[src/rtl/core/rational_lens_distortion_project_macros.svh]
// Assertion macros shared by the lens distortion RTL.
`ifndef RATIONAL_LENS_DISTORTION_PROJECT_MACROS_SVH
`define RATIONAL_LENS_DISTORTION_PROJECT_MACROS_SVH

// Same-cycle implication, sampled on clk and disabled during reset.
`define RLD_ASSERT_NOW(label, ante, cons, msg) \
    label: assert property (@(posedge clk) disable iff (!rst_n) (ante) |-> (cons)) \
        else $error(msg);

// Next-cycle implication, sampled on clk and disabled during reset.
`define RLD_ASSERT_NEXT(label, ante, cons, msg) \
    label: assert property (@(posedge clk) disable iff (!rst_n) (ante) |=> (cons)) \
        else $error(msg);

`endif

[src/rtl/core/rld_pkg.sv]
// Types, constants and saturation helpers for the lens distortion pipeline.
package rld_pkg;

    localparam int IW      = 42;          // internal signed value width
    localparam int Q24_SH  = 24;
    localparam int QB      = 39;          // quotient magnitude bits
    localparam int MUL_LAT = 2;
    localparam int DIV_LAT = QB + 2;
    localparam int CFG_IW  = 8;

    localparam logic signed [IW-1:0]   LIM     = 42'sd549755813887;
    localparam logic signed [IW-1:0]   ONE_Q24 = 42'sd16777216;
    localparam logic signed [IW+1:0]   LIM_W   = (IW+2)'(LIM);
    localparam logic signed [IW+1:0]   S32_MAX = 44'sd2147483647;
    localparam logic signed [IW+1:0]   S32_MIN = -44'sd2147483648;

    typedef enum logic [CFG_IW-1:0] {
        CFG_PRINCIPAL = 8'd0,
        CFG_FOCAL     = 8'd1,
        CFG_NUMER_C0  = 8'd2,
        CFG_NUMER_C1  = 8'd3,
        CFG_NUMER_C2  = 8'd4,
        CFG_DENOM_C1  = 8'd5,
        CFG_DENOM_C2  = 8'd6,
        CFG_CENTRE    = 8'd7
    } cfg_reg_t;

    typedef struct packed {
        logic signed [31:0] point_x;
        logic signed [31:0] point_y;
    } point_t;

    typedef struct packed {
        logic signed [31:0] pixel_u;
        logic signed [31:0] pixel_v;
        logic signed [31:0] jac_uu;
        logic signed [31:0] jac_uv;
        logic signed [31:0] jac_vu;
        logic signed [31:0] jac_vv;
        logic               range_error;
    } pixel_t;

    typedef struct packed {
        logic signed [IW-1:0] val;
        logic                 err;
    } sat_t;

    typedef struct packed {
        logic signed [31:0] val;
        logic               err;
    } sat32_t;

    function automatic sat_t sat_lim(input logic signed [IW+1:0] x);
        sat_t s;
        if (x > LIM_W) begin
            s.val = LIM;
            s.err = 1'b1;
        end else if (x < -LIM_W) begin
            s.val = -LIM;
            s.err = 1'b1;
        end else begin
            s.val = x[IW-1:0];
            s.err = 1'b0;
        end
        return s;
    endfunction

    function automatic sat_t add_sat(input logic signed [IW-1:0] a,
                                     input logic signed [IW-1:0] b);
        return sat_lim((IW+2)'(a) + (IW+2)'(b));
    endfunction

    function automatic sat32_t sat32(input logic signed [IW+1:0] x);
        sat32_t s;
        if (x > S32_MAX) begin
            s.val = S32_MAX[31:0];
            s.err = 1'b1;
        end else if (x < S32_MIN) begin
            s.val = S32_MIN[31:0];
            s.err = 1'b1;
        end else begin
            s.val = x[31:0];
            s.err = 1'b0;
        end
        return s;
    endfunction

endpackage

[src/rtl/core/rld_mul.sv]
// Two-stage signed multiply, shift right with truncation toward zero, saturate.
module rld_mul #(
    parameter int SH = 16
) (
    input  logic                         clk,
    input  logic                         en,
    input  logic signed [rld_pkg::IW-1:0] a,
    input  logic signed [rld_pkg::IW-1:0] b,
    output logic signed [rld_pkg::IW-1:0] p,
    output logic                         err
);
    import rld_pkg::*;

    localparam int MW = IW - 1;
    localparam int LW = 32;
    localparam int HW = MW - LW;
    localparam int PW = 2 * MW;
    localparam logic [PW-1:0] LIM_P = PW'(LIM);

    logic [IW-1:0]        na;
    logic [IW-1:0]        nb;
    logic [MW-1:0]        ua;
    logic [MW-1:0]        ub;
    logic [2*LW-1:0]      pll_reg;
    logic [LW+HW-1:0]     plh_reg;
    logic [LW+HW-1:0]     phl_reg;
    logic [2*HW-1:0]      phh_reg;
    logic                 neg_reg;
    logic [PW-1:0]        prod;
    logic [PW-1:0]        quo;
    logic signed [IW-1:0] mag;
    logic signed [IW-1:0] p_next;
    logic                 err_next;
    logic signed [IW-1:0] p_reg;
    logic                 err_reg;

    always_comb
    begin
        na = a[IW-1] ? IW'(-a) : IW'(a);
        nb = b[IW-1] ? IW'(-b) : IW'(b);
        ua = na[MW-1:0];
        ub = nb[MW-1:0];
    end

    always_ff @(posedge clk)
    begin
        if (en)
        begin
            pll_reg <= (2*LW)'(ua[LW-1:0]) * (2*LW)'(ub[LW-1:0]);
            plh_reg <= (LW+HW)'(ua[LW-1:0]) * (LW+HW)'(ub[MW-1:LW]);
            phl_reg <= (LW+HW)'(ua[MW-1:LW]) * (LW+HW)'(ub[LW-1:0]);
            phh_reg <= (2*HW)'(ua[MW-1:LW]) * (2*HW)'(ub[MW-1:LW]);
            neg_reg <= a[IW-1] ^ b[IW-1];
        end
    end

    always_comb
    begin
        prod = PW'(pll_reg) + (PW'(plh_reg) << LW) + (PW'(phl_reg) << LW)
             + (PW'(phh_reg) << (2*LW));
        quo  = prod >> SH;
        if (quo > LIM_P)
        begin
            mag      = LIM;
            err_next = 1'b1;
        end
        else
        begin
            mag      = quo[IW-1:0];
            err_next = 1'b0;
        end
        p_next = neg_reg ? -mag : mag;
    end

    always_ff @(posedge clk)
    begin
        if (en)
        begin
            p_reg   <= p_next;
            err_reg <= err_next;
        end
    end

    assign p   = p_reg;
    assign err = err_reg;
endmodule

[config.mk]
export PLATFORM = sky130hd
export DESIGN_NAME = rld_mul
export DESIGN_NICKNAME = d
export VERILOG_FILES = /design/src/rtl/core/rational_lens_distortion_project_macros.svh /design/src/rtl/core/rld_pkg.sv /design/src/rtl/core/rld_mul.sv
export SDC_FILE = /design/constraint.sdc
export NUM_CORES = 2
export LEC_CHECK = 0
export BUFFER_PORTS_ARGS = -buffer_cell sky130_fd_sc_hd__buf_2
export CORE_MARGIN = 5
export CORE_UTILIZATION = 45
export CTS_BUF_LIST = sky130_fd_sc_hd__clkbuf_16
export DETAILED_ROUTE_END_ITERATION = 8
export PLACE_DENSITY_LB_ADDON = 0.05
export REMOVE_ABC_BUFFERS = 1
export SYNTH_ARGS = -nofsm -noshare
export SYNTH_HDL_FRONTEND = slang
export SYNTH_SLANG_ARGS = --single-unit
export TNS_END_PERCENT = 20
[constraint.sdc]
create_clock -name clk -period 15.94 [get_ports clk]
set_clock_uncertainty 0.2 [all_clocks]
set_input_delay 2.391 -clock clk [delete_from_list [all_inputs] [get_ports clk]]
set_output_delay 2.391 -clock clk [all_outputs]
set_load 0.05 [all_outputs]
==> metrics.cfg <==
[grt]
grtUsageTotal_pct = 31.8
grt.overflow.total = 0
grt_pass1_vias = 51325
grt_max_degree = 73
antenna_found_initial = 32
grt_pass1_wl_mm = 341

[yosys]
netlist_area_um2 = 62700
synth_top_area_share_pct = 45.0
synth_ff_type = edfxtp_1
synth_area_per_cell_um2 = 8.99
yosysSeqAreaShare_pct = 9.20
syn_inst = 6970
ys_seq_elements = 192
yosysWarnings = 0
synthArstFlopShare_pct = 0
synth.distinct_cells = 98
synth_area_leaders = fa_1 45%, ha_1 9.3%, edfxtp_1 9.2%, inv_1 8.1%, nand2_1 6.2%
synth_edf_count = 192
synth_largest_area_cell = fa_1

[setup_path]
cp_slowest_stage_delay_ps = 1000
required_ps = 16000
crit_type = in -> reg
setup.worst_path.start_class = input pin
endpoint_kind = register
cp.arrival_ps = 13920
crit_family = adder cells
critPathBufInv = 9
slowest_stage = o41ai_1
cp_common_cell = fa_1
critPathMaxFanout = 28

[drt]
wl_per_cell_um = 26.1
drt_pass1_iterations = 6
first_iter_violations = 4241
ant_nets = 0
drc = 0
drt_wl_total_mm = 231
vias_per_cell = 5.58
vias = 49475

[floorplan]
core_area_um2 = 139000
ios = 129
rows = 137
fp.dieH_um = 383
die_w_um = 383
dieArea_um2 = 147000
start_util_pct = 45.1

[final_layout]
syn_to_final_growth_pct = 7.98
nets = 8928
fin_util_pct = 48.7
final_layout_size_suffix_gt1_share_pct = 7.18
final_common_cell = fa_1
largest_reg_flops = 48
finalNonFillerCells = 8863
final_cell_mix = 1409 x fa_1, 1349 x inv_1, 1043 x nand2_1

[clock_tree]
cts_resized = 0
clk_path_buf_depth = 2
cts_hold_buf = 0
cts.htree.levels = 4
cts_root_buf = clkbuf_16
cts_buffers = 17
postCtsSetupRepairBufs = 0
cts_tree = yes
cts_sinks = 192
clkLatencyLatePin_ps = 510
clk_pin_slew_ps = 90

[sta]
fmax_ghz = 0.0722
hold_violations = 0
worst_pin_slew_ps = 1260
fin_crit_ps = 13860
period_share_pct = 86.9
max_slew_margin_pct = 15.7
setup_tns_ps = 0
setup_viol = 0
rsz0062_at_grt = false
slew_viol_final = 0

[place]
dpl.cell_count = 8826
place.gp.congestion = 0.961
port_buffers = 128
hpwl_mm = 181

[min_path]
min_path_type = reg -> reg

[run]
max_cap_viol_count = 0

[status]
outcome = finished, final reports clean

[final timing paths]
| kind | startpoint | end | slack [ps] | cells past startpoint |
|---|---|---|---|---|
| worst max register to register | pll_reg[33]$_DFFE_PP_ | p[36]$_DFFE_PP_ | 5320 | 26 |
| worst min register to register | pll_reg[26]$_DFFE_PP_ | p[10]$_DFFE_PP_ | 530 | 2 |
| worst max-delay path | a[0] | pll_reg[62]$_DFFE_PP_ | 2080 | 36 |
| worst min-delay path | pll_reg[26]$_DFFE_PP_ | p[10]$_DFFE_PP_ | 530 | 2 |
[tightest hold or removal path, cell delays in order (launching register included)]
cell and delay (ps):
edfxtp_1 430, inv_1 90, a211oi_1 60
[synthesized netlist by cell type (6+ instances only)]
cell          n
fa_1       1409
inv_1      1348
nand2_1    1043
nor2_1      884
ha_1        464
clkbuf_1    303
edfxtp_1    192
xnor2_1     168
a21oi_1     140
o21ai_0     128
xor2_1      126
nand3_1      58
nor3_1       55
a21o_1       54
and2_1       54
nand4_1      34
o21a_1       34
nand2b_1     30
a211oi_1     28
nor4_1       25
or4_1        23
o21bai_1     22
a31oi_1      20
and3_1       20
o31ai_1      19
nor2b_1      17
o41ai_1      17
or3_1        17
a21boi_0     16
o31a_1       16
o211ai_1     14
o311a_1      14
nor3b_1      10
and4_1        8
mux2i_1       8
nand3b_1      8
o22ai_1       8
or2_2         8
a41oi_1       7
buf_2         7
o311ai_0      7
o2111ai_1     6
[cell families (layout without fill, tap and decap cells)]
| logic type | count (synthesis) | after routing | share of synthesized area, % |
|---|---|---|---|
| AND/OR/NAND/NOR | 2318 | 2318 | 15.5 |
| adder cells (fa/ha/maj) | 1873 | 1873 | 54.3 |
| buffers and inverters | 1668 | 1679 | 10.1 |
| AO/OA/AOI/OAI | 613 | 613 | 6.65 |
| XOR/XNOR | 295 | 295 | 4.13 |
| flip-flops | 192 | 192 | 9.20 |
| multiplexers | 11 | 11 | 0.182 |
| other | 0 | 6 | 0 |
[layer usage]
metal	wire length (µm)	GRT usage (%)	vias to the layer above
li1	-	-	21290
met1	97500	44.6	25620
met2	101000	48.9	2190
met3	22700	7.58	369
met4	9160	10.7	6
met5	40	0	-
[stage by stage]
step                      setup WS, ps  hold slack (ps)  area (µm²)
after global placement            1610              502       67100
final                             2080              532       67700
after CTS                         2110              528       67700
after detailed placement          1550              504       67100
after floorplan                   2680              393       61400
after global routing              1360              571       67700
[layout make-up]
class	count	area, µm²
sequential	192	5770
inverter	1350	5070
clock buffer	17	425
clock inverter	14	159
antenna	6	15.0
multi-input combinational	5110	52000
timing repair buffer	298	1930
tap	1876	2350
fill	13489	71300
Power is not shown: default switching activity piles up to over one toggle a cycle in this logic, so the estimate is an artifact.
